[src/hdl/dops_pkg.sv]
// ----------------------------------------------------------------------------
// dops_pkg
// Shared widths, action codes, register indexes and the per-channel control
// bundle for the delayed-off power switch.
// ----------------------------------------------------------------------------
package dops_pkg;

    localparam int NUM_CHANNELS_DEF = 6;
    localparam int MASK_W           = 6;
    localparam int CNT_W            = 16;
    localparam int TARGET_W         = 3;
    localparam int KIND_W           = 2;
    localparam int S_TDATA_W        = 8;
    localparam int M_TDATA_W        = 16;
    localparam int CFG_ADDR_W       = 1;
    localparam int CFG_DATA_W       = 16;

    localparam logic [KIND_W-1:0] ACT_OFF     = 2'd0;
    localparam logic [KIND_W-1:0] ACT_ON      = 2'd1;
    localparam logic [KIND_W-1:0] ACT_TOGGLE  = 2'd2;
    localparam logic [KIND_W-1:0] ACT_INVALID = 2'd3;

    localparam logic [CFG_ADDR_W-1:0] REG_DELAY_MASK = 1'd0;
    localparam logic [CFG_ADDR_W-1:0] REG_OFF_DELAY  = 1'd1;

    localparam logic [MASK_W-1:0] DELAY_MASK_RST = 6'd1;
    localparam logic [CNT_W-1:0]  OFF_DELAY_RST  = 16'd60;

    typedef struct packed {
        logic              tick;
        logic              hit;
        logic [KIND_W-1:0] kind;
    } chan_ctl_t;

endpackage

[src/hdl/delayed_off_power_switch.sv]
// ----------------------------------------------------------------------------
// delayed_off_power_switch
// Power outputs with per-channel delayed off and a one-second tick input.
// ----------------------------------------------------------------------------
// One item per clock while m_tready is high. An accepted item lands in the
// input register, is applied to all channels in parallel as it moves into the
// result register, and its masks then show on m_tdata with m_tvalid. That move
// happens only when the result register is free or being drained, so m_tready
// low stalls the input after at most two items are held.
module delayed_off_power_switch #(
    parameter int NUM_CHANNELS = dops_pkg::NUM_CHANNELS_DEF
) (
    input  logic                                aclk,
    input  logic                                aresetn,
    input  logic                                s_tvalid,
    output logic                                s_tready,
    input  logic [dops_pkg::S_TDATA_W-1:0]      s_tdata,     // target[2:0], action_kind[4:3]
    input  logic                                s_tuser,     // tick
    output logic                                m_tvalid,
    input  logic                                m_tready,
    output logic [dops_pkg::M_TDATA_W-1:0]      m_tdata,     // out_mask[5:0], led_mask[11:6]
    input  logic                                cfg_wr_en,
    input  logic [dops_pkg::CFG_ADDR_W-1:0]     cfg_addr,
    input  logic [dops_pkg::CFG_DATA_W-1:0]     cfg_wr_data
);

    logic [dops_pkg::MASK_W-1:0]   delay_mask_reg;
    logic [dops_pkg::CNT_W-1:0]    off_delay_reg;

    logic                          in_valid_reg;
    logic                          in_tick_reg;
    logic [dops_pkg::TARGET_W-1:0] in_target_reg;
    logic [dops_pkg::KIND_W-1:0]   in_kind_reg;

    logic                          m_valid_reg;
    logic [dops_pkg::MASK_W-1:0]   out_mask_reg;

    logic                          advance;
    logic                          target_ok;
    logic [NUM_CHANNELS-1:0]       out_next;
    logic [dops_pkg::MASK_W-1:0]   out_mask_next;

    assign advance   = in_valid_reg && (!m_valid_reg || m_tready);
    assign s_tready  = !in_valid_reg || advance;
    assign target_ok = (32'(in_target_reg) < NUM_CHANNELS);

    always_ff @(posedge aclk) begin
        if (!aresetn) begin
            delay_mask_reg <= dops_pkg::DELAY_MASK_RST;
            off_delay_reg  <= dops_pkg::OFF_DELAY_RST;
        end else if (cfg_wr_en) begin
            unique case (cfg_addr)
                dops_pkg::REG_DELAY_MASK: delay_mask_reg <= cfg_wr_data[dops_pkg::MASK_W-1:0];
                dops_pkg::REG_OFF_DELAY:  off_delay_reg  <= cfg_wr_data;
                default: begin
                end
            endcase
        end
    end

    always_ff @(posedge aclk) begin
        if (!aresetn) begin
            in_valid_reg <= 1'b0;
        end else if (s_tready) begin
            in_valid_reg <= s_tvalid;
        end
    end

    always_ff @(posedge aclk) begin
        if (s_tvalid && s_tready) begin
            in_tick_reg   <= s_tuser;
            in_target_reg <= s_tdata[dops_pkg::TARGET_W-1:0];
            in_kind_reg   <= s_tdata[dops_pkg::TARGET_W +: dops_pkg::KIND_W];
        end
    end

    genvar i;
    generate
        for (i = 0; i < NUM_CHANNELS; i++) begin : g_chan
            localparam logic [dops_pkg::TARGET_W-1:0] CH_IDX = dops_pkg::TARGET_W'(i);
            dops_pkg::chan_ctl_t ctl;
            logic                delayed;

            assign ctl.tick = in_tick_reg;
            assign ctl.hit  = target_ok && (in_target_reg == CH_IDX);
            assign ctl.kind = in_kind_reg;

            if (i < dops_pkg::MASK_W) begin : g_dly
                assign delayed = delay_mask_reg[i];
            end else begin : g_nodly
                assign delayed = 1'b0;
            end

            dops_chan u_chan (
                .aclk      (aclk),
                .aresetn   (aresetn),
                .en        (advance),
                .ctl       (ctl),
                .delayed   (delayed),
                .off_delay (off_delay_reg),
                .out_next  (out_next[i])
            );
        end

        for (i = 0; i < dops_pkg::MASK_W; i++) begin : g_mask
            if (i < NUM_CHANNELS) begin : g_used
                assign out_mask_next[i] = out_next[i];
            end else begin : g_unused
                assign out_mask_next[i] = 1'b0;
            end
        end
    endgenerate

    always_ff @(posedge aclk) begin
        if (!aresetn) begin
            m_valid_reg <= 1'b0;
        end else if (advance) begin
            m_valid_reg <= 1'b1;
        end else if (m_tready) begin
            m_valid_reg <= 1'b0;
        end
    end

    always_ff @(posedge aclk) begin
        if (advance) begin
            out_mask_reg <= out_mask_next;
        end
    end

    assign m_tvalid = m_valid_reg;
    assign m_tdata  = {4'b0000, out_mask_reg[dops_pkg::MASK_W-1:1], 1'b0, out_mask_reg};

endmodule

[src/hdl/dops_chan.sv]
// ----------------------------------------------------------------------------
// dops_chan
// One power channel: output bit and seconds countdown, updated when an item
// is applied.
// ----------------------------------------------------------------------------
module dops_chan (
    input  logic                        aclk,
    input  logic                        aresetn,
    input  logic                        en,
    input  dops_pkg::chan_ctl_t         ctl,
    input  logic                        delayed,
    input  logic [dops_pkg::CNT_W-1:0]  off_delay,
    output logic                        out_next
);

    logic                       out_reg;
    logic [dops_pkg::CNT_W-1:0] cnt_reg;
    logic [dops_pkg::CNT_W-1:0] cnt_next;
    logic                       delay_on;
    logic                       cnt_zero;
    logic                       cnt_one;

    assign delay_on = delayed && (off_delay != '0);
    assign cnt_zero = (cnt_reg == '0);
    assign cnt_one  = (cnt_reg == dops_pkg::CNT_W'(1));

    always_comb begin
        out_next = out_reg;
        cnt_next = cnt_reg;
        if (ctl.tick) begin
            if (!cnt_zero) begin
                if (cnt_one) begin
                    out_next = 1'b0;
                end
                cnt_next = cnt_reg - dops_pkg::CNT_W'(1);
            end
        end else if (ctl.hit) begin
            unique case (ctl.kind)
                dops_pkg::ACT_OFF: begin
                    if (delay_on) begin
                        if (cnt_zero) begin
                            cnt_next = off_delay;
                        end else if (cnt_one) begin
                            out_next = 1'b0;
                        end
                    end else begin
                        out_next = 1'b0;
                    end
                end
                dops_pkg::ACT_ON: begin
                    out_next = 1'b1;
                    cnt_next = '0;
                end
                dops_pkg::ACT_TOGGLE: begin
                    out_next = !out_reg;
                end
                default: begin
                end
            endcase
        end
    end

    always_ff @(posedge aclk) begin
        if (!aresetn) begin
            out_reg <= 1'b0;
            cnt_reg <= '0;
        end else if (en) begin
            out_reg <= out_next;
            cnt_reg <= cnt_next;
        end
    end

endmodule

[config.mk]
export PLATFORM = sky130hd
export DESIGN_NAME = delayed_off_power_switch
export DESIGN_NICKNAME = d
export VERILOG_FILES = /design/src/hdl/dops_pkg.sv /design/src/hdl/delayed_off_power_switch.sv /design/src/hdl/dops_chan.sv
export SDC_FILE = /design/constraint.sdc
export NUM_CORES = 1
export LEC_CHECK = 0
export ABC_AREA = 1
export BUFFER_PORTS_ARGS = -buffer_cell sky130_fd_sc_hd__buf_2
export CAP_MARGIN = 20
export CORE_MARGIN = 2
export CORE_UTILIZATION = 40
export DETAILED_ROUTE_END_ITERATION = 6
export GPL_TIMING_DRIVEN = 0
export PLACE_DENSITY = 0.57
export SLEW_MARGIN = 40
export SYNTH_ARGS = -nofsm -noshare
export SYNTH_HDL_FRONTEND = slang
export SYNTH_SLANG_ARGS = --single-unit
[constraint.sdc]
create_clock -name aclk -period 2 [get_ports aclk]
set_input_delay 0 -clock aclk [delete_from_list [all_inputs] [get_ports aclk]]
set_output_delay 0 -clock aclk [all_outputs]
set_load 0.005 [all_outputs]
== Yosys cells after proc, flatten, opt, wreduce, memory -nomap -nowiden ==
Cells that the tools add are included.

* Memories kept: 0
* Input port bits: 31
* Latch bits: 0
* Bits in writable memories: 0
* Logic and storage cells: 182
* Flip-flop bits (word level): 138
* ROM bits: 0
* Output and inout port bits: 18

* Multipliers: 0
* Equality and inequality tests: 31
* $lt $le $gt $ge: 1
* Reduce and logical (&&, ||, !) cells: 49
* Muxes and demuxes: 74
* $add $sub $neg: 6
* Bitwise gates (word level): 1
* Shifts and indexed selects: 0
* Divide/modulo/power cells: 0

{| class="wikitable"
|+ Operators by type and width
! cell !! number
|-
| 16-bit 2-to-1 mux || 30
|-
| 16-bit one-hot mux with 2 select lines || 6
|-
| 16-bit by 1-bit equality test with 1-bit output (second input constant) || 6
|-
| 16-bit zero test || 6
|-
| 16-bit by 1-bit subtractor with 16-bit output (second input constant) || 6
|-
| 3-bit by 2-bit inequality test with 1-bit output (second input constant) || 12
|-
| 6-bit AND reduction || 6
|-
| 1-bit 2-to-1 mux || 32
|-
| 1-bit one-hot mux with 3 select lines || 6
|-
| 16-bit nonzero test || 1
|-
| 1-bit logical AND || 14
|-
| 2-bit nonzero test || 7
|-
| 2-bit inequality test (second input constant) || 6
|-
| 1-bit zero test || 8
|-
| 3-bit by 2-bit equality test with 1-bit output (second input constant) || 2
|-
| 3-bit equality test (second input constant) || 2
|-
| 2-bit AND reduction || 2
|-
| 3-bit by 1-bit equality test with 1-bit output (second input constant) || 1
|-
| 3-bit zero test || 1
|-
| 3-bit less-than comparator (second input constant) || 1
|-
| 3-bit nonzero test || 1
|-
| 2-bit by 1-bit equality test with 1-bit output (second input constant) || 1
|-
| 2-bit equality test (second input constant) || 1
|-
| 2-bit zero test || 1
|-
| 2 further kinds || 3
|}

== Depth between registers and ports, before layout ==
Gate-level depths: netlist (run 1).

* Depth after elaboration: 7
* Mapped depth: 14
* Gate-level depth less buffers: 13

== Hierarchy ==
A second synthesis (run 1) with hierarchy kept.

* Cell total of the unflattened synthesis: 1731
* Area, all modules: 10263.6 um2

{| class="wikitable"
|+ Modules (own cells, without submodules)
! module !! area an instance (um2) !! cells an instance !! sequential area each (um2) !! times used
|-
| dops_chan (g_chan[3].u_chan ...) || 1487.7 || 261 || 340.3 || 3
|-
| dops_chan (g_chan[0].u_chan ...) || 1467.7 || 265 || 340.3 || 3
|-
| delayed_off_power_switch || 1397.6 || 153 || 840.8 || 1
|}

== Least setup slack after synthesis (run 1) ==
OpenSTA, ideal clock, no wires.

* Path kind: register to register
* Start: register g_chan[1].u_chan.cnt_reg[0] (netlist name)
* End: register g_chan[1].u_chan.cnt_reg[9] (netlist name)
* Data required time: 1887 ps
* Clock period less this slack: 1597 ps
* Arrival: 1484 ps
* Setup slack: 403 ps
* Stages on the path, launching flop included: 14
* Setup time: 113 ps
* Buffers on the path: 2
* Cell sequence: dfxtp_1 > inv_1 > ha_1 > nand2_1 > nor2_1 > and2_1 > nand2_1 > o211ai_2 > inv_1 > nand2_2 > buf_6 > buf_6 > nor2_1 > nor2_1

* Cells in the longest elaborated chain, start to end: 3
* Elaborated cells between the ends (all ways): 7
* Classes of those cells: add/sub: 1; eq/ne: 2; mux: 2; reduce/logical: 2

{| class="wikitable"
|+ RTL lines
! element !! line !! source
|-
| start: declaration || dops_chan.sv:17 || <nowiki>logic [dops_pkg::CNT_W-1:0] cnt_reg;</nowiki>
|-
| start signal: assignment || dops_chan.sv:69 || <nowiki>cnt_reg <= cnt_next;</nowiki>
|-
| 16-bit by 1-bit subtractor with 16-bit output / 16-bit zero test (equally long branches) || dops_chan.sv:35, dops_chan.sv:24 ||
|-
| 16-bit 2-to-1 mux (tied with other cells) || dops_chan.sv:31 || <nowiki>if (!cnt_zero) begin</nowiki>
|-
| 16-bit 2-to-1 mux / 6-bit AND reduction (equally long branches) || n/a ||
|}

Parallel ways exist; a longest one is shown, timed or not. The select of a mux whose other input is x is not followed.
A chain may end at the register's enable or synchronous reset.

== Worst setup path after layout (run 1) ==
* Start: register in_tick_reg
* End: register g_chan[0].u_chan.cnt_reg[14] (netlist name)

* Cells in the longest elaborated chain, start to end: 2
* Elaborated cells between the ends (all ways): 7
* Classes of those cells: eq/ne: 3; mux: 1; reduce/logical: 3

{| class="wikitable"
|+ RTL lines
! element !! line !! source
|-
| start: declaration || delayed_off_power_switch.sv:31 || <nowiki>logic in_tick_reg;</nowiki>
|-
| start signal: assignment || delayed_off_power_switch.sv:71 || <nowiki>in_tick_reg <= s_tuser;</nowiki>
|-
| 3-bit by 2-bit inequality test with 1-bit output (no source line) (tied with other cells) || n/a ||
|-
| 6-bit AND reduction (no source line) || n/a ||
|-
| end signal: assignment || dops_chan.sv:69 ||
|-
| end: declaration || dops_chan.sv:17 ||
|}

Parallel ways exist; a longest one is shown, timed or not.

==> out/results.tsv, run 1 <==
stage	metric	value	unit
pwr	switching_share	34.57	%
logic_synthesis	yosys.cell_types.count	44	
timing	rsz0062_at_grt	no	
timing	hold_violations	0	
clock_network	cts_made_buffers	17	
grt	grt-busiest-layer	met2	
logic_synthesis	ys_seq_elements	138	
setup_path	critical_path_depth	7	
setup_path	worst_path_max_delay_cell	buf_1	
grt	grt-ovfl-total	0	
min_path	holdCritPathClass	in2reg	
grt	grt_max_degree	17	
cells_and_area	num-nets-final	1496	
setup_path	cp-start-kind	flip-flop	
logic_synthesis	syn_avg_cell_area	6.313	sq um
route	antenna_left	0	
grt	grt_pass1_vias	7760	
route	firstDrtPassIters	6	
logic_synthesis	yosys-top-cells-area	dfxtp_1 29%, nand2_1 15%, nor2_1 12%	
setup_path	cp.buffers_inverters	3	
timing	tightest_slew	0.8449	ns
timing	min_period	1.920	ns
logic_synthesis	ys_warn_count	0	
route	drc	0	
pwr	clkPwrFrac	37.7	%
route	wl	27200	microns
setup_path	cpLargestDelayFamily	buffers and inverters	
logic_synthesis	yosys.area_share.simple	34.84	%
grt	use_met3	3.515	%
grt	grt_util_met2	39.75	%
setup_path	crit_path_end	g_chan[0].u_chan.cnt_reg[14]$_SDFFE_PN0P_	
cells_and_area	fillCellCount	2163	
setup_path	critPathKind	reg2reg	
setup_path	r2r_end	g_chan[0].u_chan.cnt_reg[14]$_SDFFE_PN0P_	
setup_path	crit_path_max_incr_delay	0.60	ns
cells_and_area	area_growth	17.69	%
floorplanning	dieArea	22590	sq um
timing	skew	0.01328	ns
grt	antenna_found_initial	0	
logic_synthesis	synth_top_area_share	29.47	%
logic_synthesis	synth_top_family_by_area	simple AND/OR/NAND/NOR gates	
run_status	status	complete, no violations	
floorplanning	pin_count	49	
route	detail_route.vias_per_cell	5.038	
setup_path	crit_start	in_tick_reg$_DFFE_PP_	
pwr	pwr-share-seq	36.4	%
clock_network	clock_latency	0.44	ns
placed_design	place_congestion	0.8905	
logic_synthesis	yosys-mux-area-fraction	0	%
clock_network	cts_tree	done	
clock_network	cts_setup_buffers	0	
placed_design	place_area	9121	sq um
pwr	p_int	5614	uW
grt	grt_pass1_wl	42700	microns
setup_path	critical_path.most_common_cell	nor2_1	
job	drv_cap	0	
logic_synthesis	synth_area_leader_cell	dfxtp_1	
setup_path	r2r-start	in_tick_reg$_DFFE_PP_	
logic_synthesis	synth_compound_area_share	16.49	%
pwr	powerDensity	851.7	nW/um^2
placed_design	place_ws	-0.08575	ns
setup_path	path_cells	buf_4 > buf_2 > buf_1 > o21ai_0 > a21oi_1 > nor2_1 > nor2_1	
cells_and_area	largest_register_ffs	96	
cells_and_area	final_cell_area	10070	sq um
timing	fmax	0.5209	GHz
cells_and_area	drive_above_1_share	12.26	%
grt	track_usage	24.96	%
logic_synthesis	synth_seq_area_share	33.67	%
route	drt-wirelength-per-cell	15.68	microns
setup_path	r2r_slack	0.08	ns
route	vias	8741	
clock_network	clkSinkCount	138	
pwr	combPwrFrac	25.9	%
floorplanning	initial_core_util	40.72	%
route	drt-initial-drc-count	703	
timing	report.final.slew_viol_count	0	
placed_design	io_buffer_count	40	
floorplanning	die_w	150.3	microns
timing	slew_headroom	43.67	%
clock_network	clk_path_buf_depth	2	
clock_network	clk_pin_slew	0.06	ns
pwr	power.leakage	0.004834	uW
clock_network	cts.root.buffer_cell	clkbuf_16	
setup_path	crit_path_max_fanout	10	
pwr	p_sw	2967	uW
cells_and_area	antenna_cells	0	
floorplanning	core_area	21020	sq um
timing	fin_crit_sh	95.99	%
logic_synthesis	syn_area	8561	sq um
logic_synthesis	synthesis.instances	1356	
grt	met1_usage	34.25	%
clock_network	cts.htree.levels	4	
setup_path	required	2.37	ns
logic_synthesis	synthAdderAreaFrac	2.631	%
pwr	peakVddDrop	0.6560	mV
floorplanning	die_y	150.3	microns
placed_design	dp_hpwl	19520	microns
logic_synthesis	synthXorXnorAreaFrac	2.353	%
timing	setup_viol	0	
setup_path	cp-end-kind	flip-flop	
setup_path	crit_arrival	2.29	ns
setup_path	r2r_cells	7	
floorplanning	rows	53	
timing	setup_ws	0.08011	ns
synth_stat cells, drive strengths merged:
master / instances
nor3b: 1
nand2: 342
o21ai: 157
a21oi: 97
ha: 18
xor2: 17
nand3b: 2
nand3: 48
dlygate4sd1: 1
xnor2: 6
o21bai: 1
a31oi: 2
o31ai: 3
conb: 1
nor3: 23
o211ai: 3
and2: 4
nor2: 288
edfxtp: 12
inv: 134
clkbuf: 19
buf: 35
a21o: 2
nor4: 4
nand4: 8
a211oi: 2
dfxtp: 126
cell families (layout without fill, tap and decap cells):
logic type      after synthesis  in the layout
simple gates                720            720
flops                       138            138
xor+xnor                     23             23
fa+ha+maj                    18             18
compound gates              267            267
other cells                   1              5
buf+inv                     189            289
tightest hold or removal path: cells and delay by family:
family / cells / cell delay, ns
AOI/OAI and AO/OA: 1 / 0.15
buffers and inverters: 2 / 0.14
and+or+nand+nor: 2 / 0.12
how the worst min path moves through the flow:
stage	start	to	slack (ns)	cells past startpoint
6_report	cfg_wr_en	delay_mask_reg[4]$_SDFFE_PN0P_	0.03	5
5_1_grt	cfg_wr_en	delay_mask_reg[4]$_SDFFE_PN0P_	0.10	5
4_1_cts	cfg_wr_en	delay_mask_reg[4]$_SDFFE_PN0P_	0.03	5
3_5_place_dp	s_tdata[2]	in_target_reg[2]$_DFFE_PP_	0.18	1
3_3_place_gp	s_tdata[3]	in_kind_reg[0]$_DFFE_PP_	0.18	1
2_1_floorplan	s_tdata[3]	in_kind_reg[0]$_DFFE_PP_	0.1	0
cell type report:
class | instances | area, sq um | area share, %
multi-input cells | 1033 | 4901 | 48.65
well taps | 275 | 344.1 | 3.415
repair buffers | 68 | 480.5 | 4.769
clock inverters | 15 | 166.4 | 1.652
flip-flops and latches | 138 | 2885 | 28.64
clock buffers | 17 | 425.4 | 4.223
inverters | 134 | 510.5 | 5.067
plain buffers | 55 | 361.6 | 3.589
power groups by stage:
stage	clock, uW	sequential [uW]	combinational [uW]
2_1_floorplan	0	3140	1610
3_3_place_gp	0	3170	2100
3_5_place_dp	0	3170	2110
4_1_cts	3280	3110	2170
5_1_grt	3400	3150	2550
6_report	3230	3120	2230
cells in the final DEF, fill, tap and decap left out, types with 18 or more instances in the layout:
cell           count
nand2_1          322
nor2_1           266
o21ai_0          141
dfxtp_1          124
inv_1            122
a21oi_1           94
nand3_1           47
buf_2             43
dlygate4sd3_1     28
nor3_1            20
ha_1              18
routing by layer:
layer | routed length (microns) | share of wire (%)
met2 | 12240 | 45
met3 | 1358 | 5.0
met5 | 0 | 0
met1 | 12810 | 47
met4 | 790 | 2.9
stage by stage:
stage	cells	total power [uW]	util, %	hold WS, ns	TNS (ns)
after global placement	1675	5269	43.38	0.1775	-0.5536
after global routing	1735	9096	47.93	0.1007	0
after CTS	1735	8571	47.57	0.02738	0
after detailed placement	1675	5285	43.39	0.1781	-0.6508
final	1735	8581	47.93	0.03390	0
after floorplan	1360	4747	-	0.09887	0
repair_timing:
item | 4_1_cts | 5_1_grt
gates cloned | 0 | 0
hold buffers | 28 | 0
setup endpoints to repair | 16 | 72
pin swaps | 0 | 2
hold endpoints to repair | 32 | 0
resized for setup | 2 | 35
Power figures use the tool's default switching activity.
==> inputs of run 2 (changes only) <==
==> constraint.sdc (replaced) <==
create_clock -name aclk -period 2 [get_ports aclk]
set_input_delay 0.2 -clock aclk [delete_from_list [all_inputs] [get_ports aclk]]
set_output_delay 0.2 -clock aclk [all_outputs]
set_load 0.005 [all_outputs]
==> run 2 against run 1 <==
Largest cell class unchanged. Worst hold slack got worse by 0.033 ns. First-iteration DRC count is 1.0% higher. Critical endpoint is now g_chan[0].u_chan.cnt_reg[9]$_SDFFE_PN0P_. Utilization down 0.86 points. Worst setup slack worse by 0.019 ns. Total power down 0.37%. Sequential share of layout area increased by 0.52 points. Via count fell by 1.2%. Final cell count down 0.98%. Critical path depth increased by 1. Critical path type unchanged. Register-to-register slack lost 0.02 ns.
==> out/results.tsv, run 2 (synthesis results as in run 1) <==
stage	metric	value	unit	change
setup_path	r2r-start	in_kind_reg[1]$_DFFE_PP_		was in_tick_reg$_DFFE_PP_
timing	slew_headroom	41.81	%	was 43.67%
route	firstDrtPassIters	5		was 6
placed_design	dp_hpwl	19520	microns	unchanged
run_status	status	complete, no violations		unchanged
timing	fin_crit_sh	96.96	%	was 95.99%
pwr	p_int	5591	uW	was 5614 uW
grt	track_usage	24.70	%	was 24.96%
pwr	powerDensity	864.1	nW/um^2	was 851.7 nW/um^2
route	drt-wirelength-per-cell	15.64	microns	was 15.68 microns
pwr	peakVddDrop	0.6610	mV	was 0.6560 mV
grt	use_met3	3.485	%	was 3.515%
timing	hold_ws	0.001107	ns	was 0.03390 ns
cells_and_area	layout_common_cells	325 x nand2_1, 266 x nor2_1, 141 x o21ai_0		was 322 x nand2_1, 266 x nor2_1, 141 x o21ai_0
pwr	combPwrFrac	25.6	%	was 25.9%
timing	setup_viol	0		unchanged
placed_design	dp_cells	1675		unchanged
timing	skew	0.01252	ns	was 0.01328 ns
setup_path	worst_path_max_delay_cell	nand2_1		was buf_1
setup_path	cp-start-kind	flip-flop		unchanged
floorplanning	initial_core_util	40.72	%	unchanged
clock_network	clk_path_buf_depth	2		unchanged
setup_path	crit_path_max_fanout	10		unchanged
cells_and_area	layout_commonest_cell	nand2_1		unchanged
cells_and_area	final_cell_area	9894	sq um	was 10070 sq um
grt	grt_pass1_wl	42210	microns	was 42700 microns
pwr	p_sw	2958	uW	was 2967 uW
timing	report.final.slew_viol_count	0		unchanged
setup_path	r2r_slack	0.06	ns	was 0.08 ns
setup_path	r2r_cells	8		was 7
floorplanning	pin_count	49		unchanged
min_path	min_to	delay_mask_reg[1]$_SDFFE_PN0P_		was delay_mask_reg[4]$_SDFFE_PN0P_
route	wl	26870	microns	was 27200 microns
floorplanning	core_area	21020	sq um	unchanged
setup_path	r2r_end	g_chan[0].u_chan.cnt_reg[9]$_SDFFE_PN0P_		was g_chan[0].u_chan.cnt_reg[14]$_SDFFE_PN0P_
min_path	hold_depth	3		was 5
clock_network	clock_latency	0.44	ns	about the same
grt	grt_pass1_vias	7638		was 7760
clock_network	clkSinkCount	138		unchanged
cells_and_area	area_growth	15.58	%	was 17.69%
cells_and_area	drive_above_1_share	12.20	%	was 12.26%
clock_network	cts_tree	done		unchanged
job	drv_cap	0		unchanged
setup_path	crit_path_max_incr_delay	0.38	ns	was 0.60 ns
clock_network	cts.htree.levels	4		unchanged
pwr	power.leakage	0.004762	uW	was 0.004834 uW
timing	tns	0	ns	unchanged
route	drt-initial-drc-count	710		was 703
placed_design	place_area	9121	sq um	unchanged
cells_and_area	layoutNonFillerInstCount	1718		was 1735
pwr	clkPwrFrac	37.9	%	was 37.7%
timing	rsz0062_at_grt	yes		was no
route	detail_route.vias_per_cell	5.026		was 5.038
floorplanning	die_w	150.3	microns	unchanged
grt	grt_util_met2	38.95	%	was 39.75%
timing	hold_violations	0		unchanged
cells_and_area	largest_register_ffs	96		unchanged
pwr	switching_share	34.60	%	was 34.57%
grt	grt_max_degree	17		unchanged
floorplanning	dieArea	22590	sq um	unchanged
grt	grt-busiest-layer	met2		unchanged
timing	tightest_slew	0.8728	ns	was 0.8449 ns
grt	met1_usage	34.14	%	was 34.25%
clock_network	clk_pin_slew	0.06	ns	about the same
floorplanning	rows	53		unchanged
cells_and_area	final_util	47.07	%	was 47.93%
setup_path	crit_arrival	2.30	ns	was 2.29 ns
route	vias	8634		was 8741
timing	fmax	0.5157	GHz	was 0.5209 GHz
setup_path	path_cells	buf_4 > inv_1 > a21oi_4 > buf_2 > nand2_1 > o21ai_0 > nand2_1 > a21oi_1		was buf_4 > buf_2 > buf_1 > o21ai_0 > a21oi_1 > nor2_1 > nor2_1
grt	grt-ovfl-total	0		unchanged
setup_path	critPathKind	reg2reg		unchanged
clock_network	cts_made_buffers	17		unchanged
route	drc	0		unchanged
setup_path	required	2.37	ns	about the same
setup_path	cp-end-kind	flip-flop		unchanged
cells_and_area	num-nets-final	1479		was 1496
route	antenna_left	0		unchanged
setup_path	critical_path.most_common_cell	nand2_1		was nor2_1
cells_and_area	antenna_cells	0		unchanged
grt	antenna_found_initial	0		unchanged
floorplanning	die_y	150.3	microns	unchanged
timing	min_period	1.939	ns	was 1.920 ns
placed_design	io_buffer_count	40		unchanged
setup_path	crit_start	in_kind_reg[1]$_DFFE_PP_		was in_tick_reg$_DFFE_PP_
clock_network	cts.root.buffer_cell	clkbuf_16		unchanged
pwr	pwr-share-seq	36.5	%	was 36.4%
placed_design	place_congestion	0.8905		unchanged
min_path	holdCritPathClass	in2reg		unchanged
min_path	worstHoldStart	cfg_wr_data[1]		was cfg_wr_en
[run 2: cell type report]
type	instances	area (sq um)
Clock buffer	17	425.4
Timing Repair Buffer	51	310.3
Clock inverter	15	166.4
Tap cell	275	344.1
Multi-Input combinational cell	1033	4893
Buffer	55	359.1
Fill cell	2177	11130
Sequential cell	138	2885
Inverter	134	510.5
[run 2: what timing repair did]
| action | 4_1_cts | 5_1_grt |
|---|---|---|
| setup endpoints to repair | 16 | 72 |
| pin swaps | 0 | 2 |
| setup buffers | 0 | 0 |
| hold buffers | 11 | 0 |
| resized for setup | 2 | 31 |
| endpoints found under the hold margin | 11 | 0 |
[run 2: power by group through the flow]
stage               logic [uW]  clock network, uW  registers [uW]
CTS                       2150               3280            3110
global route              2520               3400            3150
finish                    2190               3240            3120
floorplan                 1610                  0            3140
global placement          2100                  0            3170
detailed placement        2110                  0            3170
[run 2: how the worst max path moves through the flow]
stage                                                to  cells past startpoint
2_1_floorplan  g_chan[1].u_chan.cnt_reg[9]$_SDFFE_PN0P_                     13
3_5_place_dp   g_chan[3].u_chan.cnt_reg[3]$_SDFFE_PN0P_                     14
4_1_cts        g_chan[1].u_chan.cnt_reg[7]$_SDFFE_PN0P_                      8
3_3_place_gp   g_chan[3].u_chan.cnt_reg[1]$_SDFFE_PN0P_                     14
5_1_grt        g_chan[0].u_chan.cnt_reg[9]$_SDFFE_PN0P_                      8
6_report       g_chan[0].u_chan.cnt_reg[9]$_SDFFE_PN0P_                      8
[run 2: metrics by stage]
| step | setup slack, ns | power [uW] |
|---|---|---|
| 6_report | 0.06077 | 8550 |
| 5_1_grt | -0.02699 | 9063 |
| 4_1_cts | 0.008955 | 8547 |
| 3_5_place_dp | -0.08575 | 5285 |
| 3_3_place_gp | -0.07192 | 5269 |
| 2_1_floorplan | 0.4030 | 4747 |
[run 2: worst max-delay path, delay by kind of cell (launching register included)]
kind / cells / cell delay (ns)
compound gates: 3 / 0.53
simple gates: 2 / 0.45
buf+inv: 3 / 0.56
flops: 1 / 0.32
[run 2: routing by layer]
metal  vias up  wire length, microns
li1       4473                     -
met2       226                 11840
met1      3891                 12730
met5         -                     0
met4         0                   839
met3        44                  1464
